### config.mk
export PLATFORM = sky130hd
export DESIGN_NAME = tcw_cmd_fifo
export DESIGN_NICKNAME = d
export VERILOG_FILES = /design/src/rtl/tcw_pkg.sv /design/src/rtl/tcw_cmd_fifo.sv
export SDC_FILE = /design/constraint.sdc
export NUM_CORES = 1
export LEC_CHECK = 0
export ABC_AREA = 1
export ABC_CLOCK_PERIOD_IN_PS = 1500
export BUFFER_PORTS_ARGS = -buffer_cell sky130_fd_sc_hd__buf_4
export CAP_MARGIN = 10
export CORE_MARGIN = 5
export CORE_UTILIZATION = 44
export DETAILED_ROUTE_END_ITERATION = 10
export HOLD_SLACK_MARGIN = 0.03
export PLACE_DENSITY = 0.71
export SLEW_MARGIN = 5
export SYNTH_ARGS = -nofsm -noshare
export SYNTH_HDL_FRONTEND = slang
export SYNTH_SLANG_ARGS = --single-unit
### constraint.sdc
create_clock -name clk_i -period 1.5 [get_ports clk_i]
set_clock_uncertainty 0.2 [all_clocks]
set_input_delay 0.225 -clock clk_i [delete_from_list [all_inputs] [get_ports clk_i]]
set_output_delay 0.225 -clock clk_i [all_outputs]
set_load 0.1 [all_outputs]
### src/rtl/tcw_pkg.sv
`default_nettype none

package tcw_pkg;

  localparam int TCW_ROWS        = 25;
  localparam int TCW_COLS        = 80;
  localparam int TCW_QUEUE_DEPTH = 2;

  localparam int CHAR_W   = 8;
  localparam int INDEX_W  = 11;
  localparam int CELL_W   = 16;
  localparam int ATTR_W   = 8;

  localparam logic [CELL_W-1:0] RESET_CELL  = 16'h1f20;
  localparam logic [CHAR_W-1:0] BLANK_GLYPH = 8'h20;
  localparam logic [ATTR_W-1:0] ATTR_RESET  = 8'h1f;

  localparam logic [CHAR_W-1:0] CHAR_TAB = 8'd9;
  localparam logic [CHAR_W-1:0] CHAR_LF  = 8'd10;
  localparam logic [CHAR_W-1:0] CHAR_CR  = 8'd13;

  localparam logic OP_PUT  = 1'b0;
  localparam logic OP_READ = 1'b1;

  // classification of one queued command
  typedef struct packed {
    logic is_read;
    logic in_range;
    logic glyph;
    logic scroll;
  } cmd_flags_t;

  localparam int FLAGS_W = $bits(cmd_flags_t);

endpackage

`default_nettype wire

### src/rtl/tcw_cmd_fifo.sv
`default_nettype none

module tcw_cmd_fifo import tcw_pkg::*; #(
  parameter int DW    = 8,
  parameter int DEPTH = TCW_QUEUE_DEPTH,
  localparam int PTR_W = (DEPTH > 2) ? $clog2(DEPTH) : 1,
  localparam int CNT_W = $clog2(DEPTH + 1)
) (
  input  wire           clk_i,
  input  wire           rst_ni,
  input  wire           push_i,
  input  wire  [DW-1:0] data_i,
  output logic          full_o,
  input  wire           pop_i,
  output logic          valid_o,
  output logic [DW-1:0] data_o
);

  localparam logic [PTR_W-1:0] LAST_PTR = PTR_W'(DEPTH - 1);

  logic [DW-1:0]    slot_q [DEPTH];
  logic [PTR_W-1:0] wptr_q, rptr_q;
  logic [CNT_W-1:0] count_q;
  logic             do_push, do_pop;

  assign full_o  = (count_q == CNT_W'(DEPTH));
  assign valid_o = (count_q != '0);
  assign data_o  = slot_q[rptr_q];
  assign do_push = push_i && !full_o;
  assign do_pop  = pop_i && valid_o;

  always_ff @(posedge clk_i) begin
    if (do_push) begin
      slot_q[wptr_q] <= data_i;
    end
  end

  always_ff @(posedge clk_i or negedge rst_ni) begin
    if (!rst_ni) begin
      wptr_q  <= '0;
      rptr_q  <= '0;
      count_q <= '0;
    end else begin
      if (do_push) begin
        wptr_q <= (wptr_q == LAST_PTR) ? '0 : wptr_q + PTR_W'(1);
      end
      if (do_pop) begin
        rptr_q <= (rptr_q == LAST_PTR) ? '0 : rptr_q + PTR_W'(1);
      end
      if (do_push && !do_pop) begin
        count_q <= count_q + CNT_W'(1);
      end else if (do_pop && !do_push) begin
        count_q <= count_q - CNT_W'(1);
      end
    end
  end

endmodule

`default_nettype wire

* Word level (Yosys, flattened, before mapping)
Memory sizes are Yosys's and may differ from the RTL's.
Index checks and enable logic that the tools add are counted.
** Word-level totals
- Register bits :: 4
- RAM bits :: 16
- Input port bits :: 12
- Output and inout bits :: 10
- Word-level logic and storage cells :: 24
- Memories :: 1
** Operators by class
- Add/subtract/negate cells :: 4
- Eq/ne operators :: 1
- Mux-type cells :: 6
- Reductions and logical operators :: 9
** Memories
- slot_q :: words 2, width 8, rd ports 1, clocked after memory_dff 0, wr ports 1, line tcw_cmd_fifo.sv:21 : logic [DW-1:0] slot_q [DEPTH];
** Operators with widths (count)
- logical AND 1 bit :: 4
- two-way mux 1 bit :: 4
- two-way mux 2 bit :: 2
- nonzero test 2 bit :: 2
- logical NOT 1 bit :: 3
- adder 1 bit (second input constant) :: 2
- adder 2 x 1 -> 2 bit (second input constant) :: 1
- equality test 2 bit (second input constant) :: 1
- subtractor 2 x 1 -> 2 bit (second input constant) :: 1

* Depth between registers and ports, before layout
- Depth after elaboration :: 7
- Depth in mapped cells :: 9
- Gate-level depth less buffers :: 9

* Worst setup path after synthesis
No wires, ideal clock.
- Kind :: reg-to-reg
- Start point :: register count_q[0]
- End point :: register count_q[1]
- Setup time :: 117 ps
- Arrival :: 1886 ps
- Data required time :: 1183 ps
- Slack :: -703 ps
- Cell stages (with the launch flop) :: 8
- Buffers on the path :: 0
- Period minus slack after synthesis :: 2203 ps
- Cells stage by stage :: dfrtp_1 > nor2_2 > nor2_4 > ha_1 > inv_1 > nand3_1 > nand2_1 > nand2_1
** Between the ends
- Word-level cells in the longest chain between the ends :: 6
- Elaborated cells on any way between the ends :: 14
- Those cells by class :: add/sub: 2; eq/ne: 1; mux: 2; reduce/logical: 9
** RTL lines
- from (decl) :: line tcw_cmd_fifo.sv:23 : logic [CNT_W-1:0] count_q;
- from (signal assigned) :: line tcw_cmd_fifo.sv:51 : count_q <= count_q + CNT_W'(1);
- from (signal assigned) :: line tcw_cmd_fifo.sv:53 : count_q <= count_q - CNT_W'(1);
- equality test 2 bit * :: line tcw_cmd_fifo.sv:26 : assign full_o = (count_q == CNT_W'(DEPTH));
- net full_o :: line tcw_cmd_fifo.sv:13 : output logic full_o,
- logical NOT 1 bit * :: line tcw_cmd_fifo.sv:29 : assign do_push = push_i && !full_o;
- logical AND 1 bit * :: line tcw_cmd_fifo.sv:29
- logical NOT 1 bit :: line tcw_cmd_fifo.sv:52 : end else if (do_pop && !do_push) begin
- logical AND 1 bit :: line tcw_cmd_fifo.sv:52
- nonzero test 2 bit (no line)
The timed path passes the listed nets; every way through them passes the cells marked *. The select of a mux whose other input is x is not followed.
A chain may end at the register's enable or synchronous reset.

* Worst setup path after layout
- Start point :: register rptr_q
- End point :: output data_o[0]
** Between the ends
- Word-level cells in the longest chain between the ends :: 1
** RTL lines
- from (decl) :: line tcw_cmd_fifo.sv:22 : logic [PTR_W-1:0] wptr_q, rptr_q;
- from (signal assigned) :: line tcw_cmd_fifo.sv:48 : rptr_q <= (rptr_q == LAST_PTR) ? '0 : rptr_q + PTR_W'(1);
- memory read (2 x 8 bit)
- to (decl) :: line tcw_cmd_fifo.sv:16 : output logic [DW-1:0] data_o
Every way passes these cells.

==> out/qor.yml <==
synth_top_cell_by_area: "edfxtp_1"
period_needed_ps: 1636
fp.dieW_um: 53.52
cts_buffer_depth: 2
violations: "setup timing"
startpoint_type: "flop"
synth_top_area_share_pct: 57.66
synthTopCellsByCount: "32 x nand2_1, 16 x edfxtp_1, 6 x inv_1"
synth_cell_type_count: 15
initial_core_util_pct: 47.23
fmaxAchievable_mhz: 611.4
tightest_slew_ps: 233.9
via_per_inst: 4.720
critPathMaxFanout: 5
async_reset_ff_share_pct: 20.00
place_ws_ps: 42.95
yosysSeqAreaShare_pct: 69.67
slew_viol_final: 0
min_from: "push_i"
fp.dieH_um: 53.52
synth_area_um2: 833.3
antenna_found_initial: 0
root_buffer: "clkbuf_4"
clkSinkCount: 20
numCtsBuffers: 3
area_growth_pct: 72.37
yosys_warnings: 0
synth_edf_count: 16
r2r_slack_ps: 20
drt-pass1-iter-count: 4
antennaDiodeCount: 0
required_ps: 1070
endpoint_kind: "primary output"
io_pins: 22
setup_ws_ps: -135.7
post-route-util_pct: 81.42
finalNetCount: 132
fin_area_um2: 1436
synth_area_leaders: "edfxtp_1 58%, nand2_1 14%, dfrtp_1 12%"
gp_congestion: 0.7759
syn-num-nets: 86
cp.arrival_ps: 1210
hold_ws_ps: 60.44
drive_above_1_share_pct: 55.93
final_antenna_net_count: 0
drcViolationCount: 0
drv_cap: 0
path_class: "flop to primary output"
cts_tree: "done"
grtUsageTotal_pct: 15.75
vias: 675
first_global_vias: 729
setup_viol: 10
max_slew_margin_pct: 84.30
min_path_type: "primary input to flop"
clock_latency_ps: 300
drt-initial-drc-count: 7
grt_pass1_wl_um: 3105
wl_um: 1926
io_buffers: 21
ys_seq_elements: 20
hold_violations: 0
post_dp_cell_area_um2: 1074
rr_startpoint: "count_q[1]"
rows: 15
rsz0062_at_grt: "yes"
fp.coreArea_um2: 1764
setup.worst_path.start: "rptr_q"
yosysMostFrequentCell: "nand2_1"
hpwl_um: 1143
htreeDepth: 1
synthFlopType: "edfxtp_1"
grt_max_degree: 12
period_share_pct: 109.0
status: "finished with violations"
path_clk_slew_ps: 110
grt-ovfl-total: 0
die-area_um2: 2864
syn-mean-instance-area_um2: 11.42
wire_per_inst_um: 13.47
synthCells: 73
-- logic make-up (layout without fill, tap and decap cells) --
| group | count (synthesis) | in the layout | share of synthesized area (%) |
|---|---|---|---|
| adder cells (fa/ha/maj) | 1 | 1 | 1.501 |
| flip-flops | 20 | 20 | 69.67 |
| buffers and inverters | 9 | 54 | 6.006 |
| AO/OA/AOI/OAI | 1 | 1 | 0.6000 |
| AND/OR/NAND/NOR | 41 | 41 | 21.17 |
| XOR/XNOR | 1 | 1 | 1.051 |
-- stage by stage --
stage | std cells | TNS [ps]
6_report | 143 | -1053
5_1_grt | 143 | -1770
4_1_cts | 140 | -1035
3_5_place_dp | 121 | 0
3_3_place_gp | 121 | 0
2_1_floorplan | 73 | -1599
-- layout make-up --
cell class / instances / area, um2
clock buffer: 3 / 22.52
clock inverter: 1 / 3.754
fill: 108 / 327.8
inverter: 8 / 37.54
multi-input combinational: 44 / 282.8
sequential: 20 / 583.1
tap: 25 / 31.28
timing repair buffer: 42 / 475.5
-- placed cells by master, fill, tap and decap left out --
cell type	instances
inv_1	2
dfrtp_2	2
nand3_2	1
inv_2	4
nand2_4	3
nor2_2	1
clkinv_4	1
nor2_4	2
nand4_1	1
inv_4	1
xnor2_1	1
buf_12	10
clkinv_1	1
clkbuf_4	3
buf_6	2
nand2_1	16
dfrtp_1	2
buf_4	19
ha_4	1
nand2_2	16
nand3_1	1
o21ai_1	1
dlygate4sd3_1	11
edfxtp_1	16
-- what timing repair did --
| action | CTS | global route |
|---|---|---|
| gates resized for setup | 35 | 14 |
| endpoints found under the hold margin | 21 | 1 |
| endpoints found under the setup margin | 10 | 11 |
| setup buffers | 4 | 2 |
| gates cloned | 1 | 0 |
| hold buffers | 10 | 1 |
| pin swaps | 1 | 7 |
-- state kept, by name, summed over array words and instances, names as in the netlist --
| signal | count |
|---|---|
| rptr_q | 1 |
| wptr_q | 1 |
| slot_q | 16 |
| count_q | 2 |
-- critical path, stage by stage (launching register included) --
cell     delay, ps
dfrtp_2        460
buf_6          150
nand2_2         60
nand2_2         70
buf_12         160
-- layer usage --
| layer | global-route usage, % | routed length, um | vias to the layer above |
|---|---|---|---|
| met2 | 30.82 | 1079 | 18 |
| met3 | 3.380 | 81 | 5 |
| met4 | 6.383 | 33 | 0 |
| met1 | 15.68 | 731 | 326 |
| met5 | 0 | 0 | - |
| li1 | - | - | 326 |
-- path summary, 6_finish.rpt --
check / end / depth (start not counted)
max: data_o[0] / 4
min: wptr_q / 4
max reg2reg: count_q[1] / 8
min reg2reg: wptr_q / 2
max in group asynchronous: rptr_q / 3
min in group asynchronous: count_q[1] / 3
Power is left out: the tool's default activity adds up to more than one toggle a clock period on the data nets, which glitch-free logic cannot reach.
