===== config.mk =====
export PLATFORM = sky130hd
export DESIGN_NAME = tcw_front_flat
export DESIGN_NICKNAME = d
export VERILOG_FILES = /design/src/rtl/tcw_pkg.sv /design/src/rtl/tcw_in_if.sv /design/src/rtl/tcw_front.sv /design/src/flat_wrapper.sv
export SDC_FILE = /design/constraint.sdc
export NUM_CORES = 1
export LEC_CHECK = 0
export BUFFER_PORTS_ARGS = -buffer_cell sky130_fd_sc_hd__buf_2
export CORE_MARGIN = 2
export CORE_UTILIZATION = 25
export CTS_CLUSTER_SIZE = 20
export DETAILED_ROUTE_END_ITERATION = 10
export GPL_ROUTABILITY_DRIVEN = 0
export REMOVE_ABC_BUFFERS = 1
export SLEW_MARGIN = 40
export SYNTH_ARGS = -nofsm -noshare
export SYNTH_HDL_FRONTEND = slang
export SYNTH_SLANG_ARGS = --single-unit

===== constraint.sdc =====
create_clock -name clk_i -period 5.9 [get_ports clk_i]
set_clock_uncertainty 0.05 [all_clocks]
set_input_delay 0.295 -clock clk_i [delete_from_list [all_inputs] [get_ports clk_i]]
set_output_delay 0.295 -clock clk_i [all_outputs]
set_load 0.1 [all_outputs]

===== src/rtl/tcw_pkg.sv =====
`default_nettype none

package tcw_pkg;

  localparam int TCW_ROWS        = 25;
  localparam int TCW_COLS        = 80;
  localparam int TCW_QUEUE_DEPTH = 2;

  localparam int CHAR_W   = 8;
  localparam int INDEX_W  = 11;
  localparam int CELL_W   = 16;
  localparam int ATTR_W   = 8;

  localparam logic [CELL_W-1:0] RESET_CELL  = 16'h1f20;
  localparam logic [CHAR_W-1:0] BLANK_GLYPH = 8'h20;
  localparam logic [ATTR_W-1:0] ATTR_RESET  = 8'h1f;

  localparam logic [CHAR_W-1:0] CHAR_TAB = 8'd9;
  localparam logic [CHAR_W-1:0] CHAR_LF  = 8'd10;
  localparam logic [CHAR_W-1:0] CHAR_CR  = 8'd13;

  localparam logic OP_PUT  = 1'b0;
  localparam logic OP_READ = 1'b1;

  // classification of one queued command
  typedef struct packed {
    logic is_read;
    logic in_range;
    logic glyph;
    logic scroll;
  } cmd_flags_t;

  localparam int FLAGS_W = $bits(cmd_flags_t);

endpackage

`default_nettype wire


===== src/rtl/tcw_in_if.sv =====
`default_nettype none

interface tcw_in_if import tcw_pkg::*; ();
  logic               valid;
  logic               ready;
  logic               op;
  logic [CHAR_W-1:0]  char_code;
  logic [INDEX_W-1:0] screen_index;

  modport source (output valid, op, char_code, screen_index, input ready);
  modport sink   (input valid, op, char_code, screen_index, output ready);
endinterface

`default_nettype wire


===== src/rtl/tcw_front.sv =====
`default_nettype none

module tcw_front import tcw_pkg::*; #(
  parameter int ROWS = TCW_ROWS,
  parameter int COLS = TCW_COLS,
  localparam int CELLS  = ROWS * COLS,
  localparam int ADDR_W = $clog2(CELLS),
  localparam int ROW_W  = (ROWS > 2) ? $clog2(ROWS) : 1,
  localparam int COL_W  = $clog2(COLS)
) (
  input  wire               clk_i,
  input  wire               rst_ni,
  tcw_in_if.sink            in_i,
  input  wire               full_i,
  input  wire               clearing_i,
  output logic              push_o,
  output cmd_flags_t        flags_o,
  output logic [ADDR_W-1:0] addr_o,
  output logic [ADDR_W-1:0] base_o,
  output logic [CHAR_W-1:0] char_o,
  output logic [INDEX_W-1:0] caret_o
);

  localparam logic [ADDR_W:0]  CELLS_X = (ADDR_W+1)'(CELLS);
  localparam logic [ADDR_W:0]  COLS_X  = (ADDR_W+1)'(COLS);
  localparam logic [COL_W:0]   COLS_C  = (COL_W+1)'(COLS);
  localparam logic [ROW_W-1:0] LAST_ROW = ROW_W'(ROWS - 1);

  logic [COL_W-1:0]  col_q, col_d;
  logic [ROW_W-1:0]  row_q, row_d;
  logic [ADDR_W-1:0] row_base_q, row_base_d;
  logic [ADDR_W-1:0] top_base_q, top_base_d;

  logic [COL_W:0]    tab_sum, ncol;
  logic              row_inc, glyph, scroll, is_put;
  logic [ADDR_W:0]   top_next;
  logic [ADDR_W-1:0] caret_old, caret_new, new_row_base;

  // screen-linear index to physical store address under the current top line
  function automatic logic [ADDR_W-1:0] phys(input logic [ADDR_W:0] lin,
                                             input logic [ADDR_W-1:0] top);
    logic [ADDR_W:0] sum;
    sum = (ADDR_W+1)'(top) + lin;
    if (sum >= CELLS_X) begin
      sum = sum - CELLS_X;
    end
    return ADDR_W'(sum);
  endfunction

  assign in_i.ready = !full_i && !clearing_i;
  assign push_o     = in_i.valid && in_i.ready;
  assign is_put     = (in_i.op == OP_PUT);

  always_comb begin
    tab_sum = (COL_W+1)'(col_q) + (COL_W+1)'(8);
    ncol    = (COL_W+1)'(col_q);
    row_inc = 1'b0;
    glyph   = 1'b0;
    case (in_i.char_code)
      CHAR_TAB: ncol = {tab_sum[COL_W:3], 3'b000};
      CHAR_LF: begin
        ncol    = '0;
        row_inc = 1'b1;
      end
      CHAR_CR: ncol = '0;
      default: begin
        ncol  = (COL_W+1)'(col_q) + (COL_W+1)'(1);
        glyph = 1'b1;
      end
    endcase
    if (ncol >= COLS_C) begin
      ncol    = ncol - COLS_C;
      row_inc = 1'b1;
    end
    scroll = row_inc && (row_q == LAST_ROW);
  end

  assign top_next     = (ADDR_W+1)'(top_base_q) + COLS_X;
  assign new_row_base = (row_inc && !scroll) ? ADDR_W'(row_base_q + ADDR_W'(COLS)) : row_base_q;
  assign caret_old    = row_base_q + ADDR_W'(col_q);
  assign caret_new    = new_row_base + ADDR_W'(ncol);

  always_comb begin
    col_d      = col_q;
    row_d      = row_q;
    row_base_d = row_base_q;
    top_base_d = top_base_q;
    if (push_o && is_put) begin
      col_d      = COL_W'(ncol);
      row_base_d = new_row_base;
      if (row_inc && !scroll) begin
        row_d = row_q + ROW_W'(1);
      end
      if (scroll) begin
        top_base_d = (top_next >= CELLS_X) ? '0 : ADDR_W'(top_next);
      end
    end
  end

  always_ff @(posedge clk_i or negedge rst_ni) begin
    if (!rst_ni) begin
      col_q      <= '0;
      row_q      <= '0;
      row_base_q <= '0;
      top_base_q <= '0;
    end else begin
      col_q      <= col_d;
      row_q      <= row_d;
      row_base_q <= row_base_d;
      top_base_q <= top_base_d;
    end
  end

  always_comb begin
    flags_o.is_read  = !is_put;
    flags_o.in_range = (32'(in_i.screen_index) < 32'(CELLS));
    flags_o.glyph    = is_put && glyph;
    flags_o.scroll   = is_put && scroll;
    addr_o  = is_put ? phys((ADDR_W+1)'(caret_old), top_base_q)
                     : phys((ADDR_W+1)'(in_i.screen_index), top_base_q);
    base_o  = top_base_q;
    char_o  = in_i.char_code;
    caret_o = is_put ? INDEX_W'(caret_new) : INDEX_W'(caret_old);
  end

endmodule

`default_nettype wire


===== src/flat_wrapper.sv =====
// flat-port wrapper written by rule: the top's interface ports become plain ports
module tcw_front_flat import tcw_pkg::*;
#(
  parameter int ROWS = TCW_ROWS,
  parameter int COLS = TCW_COLS,
  localparam int CELLS  = ROWS * COLS,
  localparam int ADDR_W = $clog2(CELLS),
  localparam int ROW_W  = (ROWS > 2) ? $clog2(ROWS) : 1,
  localparam int COL_W  = $clog2(COLS)
)
  (clk_i, rst_ni, full_i, clearing_i, push_o, flags_o, addr_o, base_o, char_o, caret_o, in_i_valid, in_i_op, in_i_char_code, in_i_screen_index, in_i_ready);
  tcw_in_if in_i_i ();
  input  wire clk_i;
  input  wire rst_ni;
  input  wire full_i;
  input  wire clearing_i;
  output logic push_o;
  output cmd_flags_t flags_o;
  output logic [ADDR_W-1:0] addr_o;
  output logic [ADDR_W-1:0] base_o;
  output logic [CHAR_W-1:0] char_o;
  output logic [INDEX_W-1:0] caret_o;
  input wire logic [$bits(in_i_i.valid)-1:0] in_i_valid;
  input wire logic [$bits(in_i_i.op)-1:0] in_i_op;
  input wire logic [$bits(in_i_i.char_code)-1:0] in_i_char_code;
  input wire logic [$bits(in_i_i.screen_index)-1:0] in_i_screen_index;
  output wire logic [$bits(in_i_i.ready)-1:0] in_i_ready;
  assign in_i_i.valid = in_i_valid;
  assign in_i_i.op = in_i_op;
  assign in_i_i.char_code = in_i_char_code;
  assign in_i_i.screen_index = in_i_screen_index;
  assign in_i_ready = in_i_i.ready;
  tcw_front #(.ROWS(ROWS), .COLS(COLS)) u_core (.clk_i(clk_i), .rst_ni(rst_ni), .in_i(in_i_i), .full_i(full_i), .clearing_i(clearing_i), .push_o(push_o), .flags_o(flags_o), .addr_o(addr_o), .base_o(base_o), .char_o(char_o), .caret_o(caret_o));
endmodule

## Yosys cells after proc, flatten, opt, wreduce, memory -nomap -nowiden

Cells that the tools add are included.

- Input port bits: 25
- ROM bits: 0
- Output and inout port bits: 47
- Word-level logic and storage cells: 51
- Memories: 0
- Bits in latches: 0
- Flip-flop bits (word level): 34
- Bits in writable memories: 0

- Magnitude comparators: 5
- Divide/modulo/power cells: 0
- Equality and inequality tests: 4
- Add/sub/neg operators: 12
- Bitwise logic cells: 1
- Reduce and logical (&&, ||, !) cells: 14
- Multiplexer cells: 11
- Shift operators: 0
- Multipliers: 0

Operators by type and width:

| operator | number |
|---|---|
| 11-bit 2-to-1 mux | 6 |
| 12-bit by 11-bit greater-or-equal comparator with 1-bit output, second input constant | 3 |
| 11-bit by 11-bit adder with 12-bit output | 2 |
| 8-bit by 4-bit == test with 1-bit output, second input constant | 3 |
| 11-bit subtractor, second input constant | 2 |
| 8-bit one-hot mux with 2 select lines | 1 |
| 11-bit by 7-bit adder with 12-bit output, second input constant | 1 |
| 11-bit by 7-bit adder with 11-bit output | 1 |
| 11-bit by 7-bit adder with 11-bit output, second input constant | 1 |
| 11-bit by 8-bit adder with 11-bit output | 1 |
| 11-bit less-than comparator, second input constant | 1 |
| 7-bit by 1-bit adder with 8-bit output, second input constant | 1 |
| 7-bit by 4-bit adder with 8-bit output, second input constant | 1 |
| 8-bit by 7-bit greater-or-equal comparator with 1-bit output, second input constant | 1 |
| 8-bit 2-to-1 mux | 1 |
| 8-bit by 7-bit subtractor with 8-bit output, second input constant | 1 |
| 1-bit logical AND | 7 |
| 5-bit by 1-bit adder with 5-bit output, second input constant | 1 |
| 5-bit == test, second input constant | 1 |
| 2-bit AND reduction | 2 |
| 1-bit zero test | 3 |
| 1-bit 2-to-1 mux | 3 |
| 3-bit OR reduction | 1 |
| 2-bit OR reduction | 1 |
| 1-bit NOT | 1 |

## Longest topological paths before layout

- Word-level depth: 11
- Mapped depth: 18
- Mapped depth without buffers: 17

## Worst setup path before layout

OpenSTA, ideal clock, no wires.

- Path kind: input port to output port
- Start: in in_i_char_code[0]
- End: out caret_o[10]
- Setup slack: -0.391 ns
- Cell stages on the path: 16
- Arrival: 5.946 ns
- Required time: 5.555 ns
- Cell sequence: or3b_4 -> a211oi_4 -> o211ai_2 -> o2111a_2 -> inv_1 -> ha_1 -> inv_1 -> a221oi_4 -> o21ai_2 -> o21ai_2 -> mux2_2 -> fa_1 -> a21oi_1 -> a31oi_1 -> o2111a_1 -> o31ai_1

- Cells in the longest elaborated chain, start to end: 11
- Elaborated cells between the ends (all ways): 16
- Those cells by class: add/sub: 2; order compare: 1; eq/ne: 3; mux: 6; reduce/logical: 4

RTL lines:

| element | RTL line | source |
|---|---|---|
| start: declaration | flat_wrapper.sv:25 | `input wire logic [$bits(in_i_i.char_code)-1:0] in_i_char_code;` |
| 8-bit by 4-bit == test with 1-bit output | tcw_front.sv:59 | `case (in_i.char_code)` |
| 2-bit OR reduction (no line) | - |  |
| 8-bit one-hot mux with 2 select lines | tcw_front.sv:59 |  |
| 8-bit by 7-bit greater-or-equal comparator with 1-bit output | tcw_front.sv:71 | `if (ncol >= COLS_C) begin` |
| 1-bit 2-to-1 mux (*) | tcw_front.sv:71 |  |
| 1-bit logical AND | tcw_front.sv:75 | `scroll = row_inc && (row_q == LAST_ROW);` |
| 1-bit zero test | tcw_front.sv:79 | `assign new_row_base = (row_inc && !scroll) ? ADDR_W'(row_base_q + ADDR_W'(COLS)) : row_base_q;` |
| 1-bit logical AND (*) | tcw_front.sv:79 |  |
| 11-bit 2-to-1 mux (*) | tcw_front.sv:79 |  |
| net u_core.new_row_base[5] | tcw_front.sv:37 | `logic [ADDR_W-1:0] caret_old, caret_new, new_row_base;` |
| 11-bit by 8-bit adder with 11-bit output (*) | tcw_front.sv:81 | `assign caret_new = new_row_base + ADDR_W'(ncol);` |
| 11-bit 2-to-1 mux (*) | tcw_front.sv:123 | `caret_o = is_put ? INDEX_W'(caret_new) : INDEX_W'(caret_old);` |
| end: declaration | flat_wrapper.sv:22 | `output logic [INDEX_W-1:0] caret_o;` |

The timed path passes the listed nets; every way through them passes the cells marked *.

## Worst setup path after layout

- Start: reg u_core.col_q[2]
- End: out caret_o[8]

- Cells in the longest elaborated chain, start to end: 10
- Elaborated cells between the ends (all ways): 14
- Those cells by class: add/sub: 5; order compare: 1; mux: 5; reduce/logical: 3

RTL lines:

| element | RTL line | source |
|---|---|---|
| start: declaration | tcw_front.sv:29 | `logic [COL_W-1:0] col_q, col_d;` |
| start signal: assignment | tcw_front.sv:107 | `col_q <= col_d;` |
| 7-bit by 1-bit adder with 8-bit output / 7-bit by 4-bit adder with 8-bit output (equally long branches) | tcw_front.sv:67, tcw_front.sv:55 |  |
| 8-bit one-hot mux with 2 select lines (*) | tcw_front.sv:59 |  |
| 8-bit by 7-bit greater-or-equal comparator with 1-bit output (*) | tcw_front.sv:71 |  |
| 1-bit 2-to-1 mux (*) | tcw_front.sv:71 |  |
| 1-bit logical AND | tcw_front.sv:75 |  |
| 1-bit zero test | tcw_front.sv:79 |  |
| 1-bit logical AND (*) | tcw_front.sv:79 |  |
| 11-bit 2-to-1 mux (*) | tcw_front.sv:79 |  |
| net u_core.new_row_base[5] | tcw_front.sv:37 |  |
| 11-bit by 8-bit adder with 11-bit output (*) | tcw_front.sv:81 |  |
| 11-bit 2-to-1 mux (*) | tcw_front.sv:123 |  |

Marks and branches as above.

==> results.py <==
metrics = {
    "sta": {
        "tns_ps": 0,
        "fmax_mhz": 187,
        "worst_slack_ps": 547,
        "timing.hold.ws_ps": -19.1,
        "drv_slew": 0,
        "tightest_slew_ps": 639,
        "hold_viol": 26,
        "post-route-min-period_ps": 5350,
        "rsz0062_at_grt": "false",
        "min_period_over_period": 0.907,
        "finalSetupViolCount": 0,
        "slew_headroom": 0.569,
    },
    "grt": {
        "globalRouteMet1Util": 0.155,
        "grt_start_max_net_pins": 30,
        "use_met2": 0.225,
        "grt_pass1_vias": 3133,
        "grt_pass1_wl_um": 15200,
        "busiest_layer": "met2",
        "globalRouteMet3Util": 0.0145,
        "grt_overflow": 0,
        "grt_usage": 0.126,
        "antenna_found_initial": 0,
    },
    "detailed_routing": {
        "drt_pass1_iterations": 4,
        "vias": 3287,
        "wl_per_cell_um": 14.2,
        "wl_um": 9320,
        "drt_iter0_markers": 121,
        "antenna_left": 0,
        "route.detailed.drc": 0,
        "vias_per_cell": 5.02,
    },
    "clock_tree": {
        "clk_pin_slew_ps": 70,
        "clkLatencyLatePin_ps": 260,
        "clock-sinks": 26,
        "cts_buffers": 3,
        "cts_hold_buf": 0,
        "cts_tree": "built",
        "postCtsSetupBuffers": 0,
        "cts-htree-levels": 1,
        "cts-root-buf": "clkbuf_16",
        "clock_path_buffers": 2,
        "cts-resized-gates": 0,
    },
    "setup_path": {
        "worstSetupStartpointType": "flip-flop",
        "required_ps": 5560,
        "reg2reg_to": "u_core.base_o[10]",
        "r2r_setup_slack_ps": 2310,
        "path_max_fanout": 8,
        "critical_path_class": "reg2out",
        "crit_arrival_ps": 5010,
        "rr_worst_depth": 14,
        "r2r_start": "u_core.col_q[2]",
        "endpoint_kind": "primary output",
    },
    "synth": {
        "syn_area_um2": 3470,
        "ys_top_cells_by_count": "nand2_1 (46), o21ai_0 (38), ha_1 (33)",
        "yosysWarnings": 0,
        "syn_inst": 428,
        "syn_avg_cell_area_um2": 8.11,
        "yosys.area.top_type": "dfrtp_1",
        "synth_fa_ha_area_frac": 0.136,
        "synth-simple-area-share": 0.193,
        "synth_compound_area_frac": 0.238,
        "synth.most_common_cell": "nand2_1",
        "synth-seq-cells": 26,
        "synth_cell_types": 72,
        "synth_xor_area_frac": 0.134,
        "synth_top_area_frac": 0.188,
        "synth_top_family_by_area": "compound AO/OA/AOI/OAI gates",
        "ys_seq_area_frac": 0.188,
        "synth_edf_count": 0,
        "synthTopCellsByArea": "dfrtp_1 (19%), ha_1 (12%), xnor2_1 (8.1%)",
        "ys.flop_type": "dfrtp_1",
        "async_reset_ff_frac": 1.00,
        "synthMuxAreaShare": 0.0368,
    },
    "floorplanning": {
        "ios": 72,
        "initial_core_util": 0.253,
        "core_um2": 13700,
        "die_w_um": 122,
        "fp.dieH_um": 122,
        "num_rows": 43,
        "dieArea_um2": 14800,
    },
    "power": {
        "power_uw": 819,
        "cellPowerDensity_nw_per_um2": 206,
        "peakVddDrop_v": 0.000110,
        "p_leak_uw": 0.00189,
    },
    "cells_and_area": {
        "drive_gt1_frac": 0.208,
        "fillers": 1462,
        "final_net_count": 537,
        "antenna_cells": 0,
        "syn_to_final_growth_pct": 14.6,
    },
    "job": {
        "cap_viol_max_count": 0,
    },
    "status": {
        "violations": "hold timing",
        "outcome": "finished, violations left",
    },
    "placement": {
        "hpwlAfterDp_um": 7440,
        "portBuffers": 67,
        "place_ws_ps": 579,
    },
    "min_path": {
        "hold_class": "in2async",
    },
}
-- cell type report --
class                   instances  area, um^2  area share
multi-input cells             350        2580       0.649
flip-flops and latches         26         651       0.164
repair buffers                 68         340      0.0856
well taps                     180         225      0.0567
inverters                      28         105      0.0264
clock buffers                   3        75.1      0.0189
-- layout by cell type, fill, tap and decap left out, types with 6 or more instances in the layout --
| master | netlist | layout |
|---|---|---|
| xnor2_1 | 32 | 32 |
| and3_1 | 7 | 7 |
| a21o_1 | 9 | 9 |
| nand2b_1 | 6 | 6 |
| mux2_2 | 6 | 6 |
| buf_2 | 1 | 67 |
| mux2i_1 | 6 | 6 |
| o21ai_0 | 38 | 38 |
| nand3_1 | 6 | 6 |
| nor2_1 | 24 | 24 |
| nand2_1 | 46 | 46 |
| xor2_1 | 21 | 21 |
| dfrtp_1 | 26 | 26 |
| ha_1 | 33 | 33 |
| inv_1 | 28 | 28 |
| a21oi_1 | 13 | 13 |
-- kinds of logic after synthesis --
| logic type | Yosys count |
|---|---|
| AO/OA/AOI/OAI | 114 |
| XOR/XNOR | 53 |
| adder cells (fa/ha/maj) | 37 |
| buffers and inverters | 55 |
| flip-flops | 26 |
| multiplexers | 12 |
| other | 1 |
| AND/OR/NAND/NOR | 130 |
-- metrics by stage --
stage / cell area [um^2] / utilization / cells
2_1_floorplan: 3330 / - / 404
3_3_place_gp: 3890 / 0.284 / 651
3_5_place_dp: 3890 / 0.284 / 651
4_1_cts: 3970 / 0.289 / 654
5_1_grt: 3980 / 0.290 / 655
6_report: 3980 / 0.290 / 655
-- power breakdown --
group	switching, uW	internal [uW]	leakage, uW
clock	63.4	90.0	0.0000370
sequential	22.6	191	0.000336
combinational	353	99.9	0.00152
-- sequential cells by signal, indices dropped and copies added, names as in the netlist --
name	count
u_core.col_q	7
u_core.row_base_q	7
u_core.base_o	7
u_core.row_q	5
-- worst max path at each step --
stage	slack, ps	cells after the start	start	endpoint
after floorplan	-390	16	in_i_char_code[0]	caret_o[10]
after global placement	760	18	in_i_char_code[0]	caret_o[8]
after detailed placement	580	17	in_i_char_code[0]	caret_o[8]
after CTS	570	17	in_i_char_code[0]	caret_o[8]
after global routing	210	18	in_i_char_code[0]	caret_o[8]
final	550	17	u_core.col_q[2]	caret_o[8]
-- layer usage --
layer  vias up  wire [um]
li1       1602          -
met1      1547       4040
met2       117       4500
met3        21        473
met4         0        300
met5         -          0
-- critical path, cell delays in order (launching register included) --
cell,delay [ps]
dfrtp_1,460
and3_1,300
a21o_1,190
o211a_1,120
o2111a_2,300
inv_1,70
ha_1,200
inv_1,100
a221oi_4,350
o21ai_2,160
o21ai_2,310
mux2_2,400
fa_1,410
a21oi_1,250
a31oi_1,110
or3_1,340
a31oi_1,210
buf_2,460
Note: power is estimated with default switching activity, not from simulation.
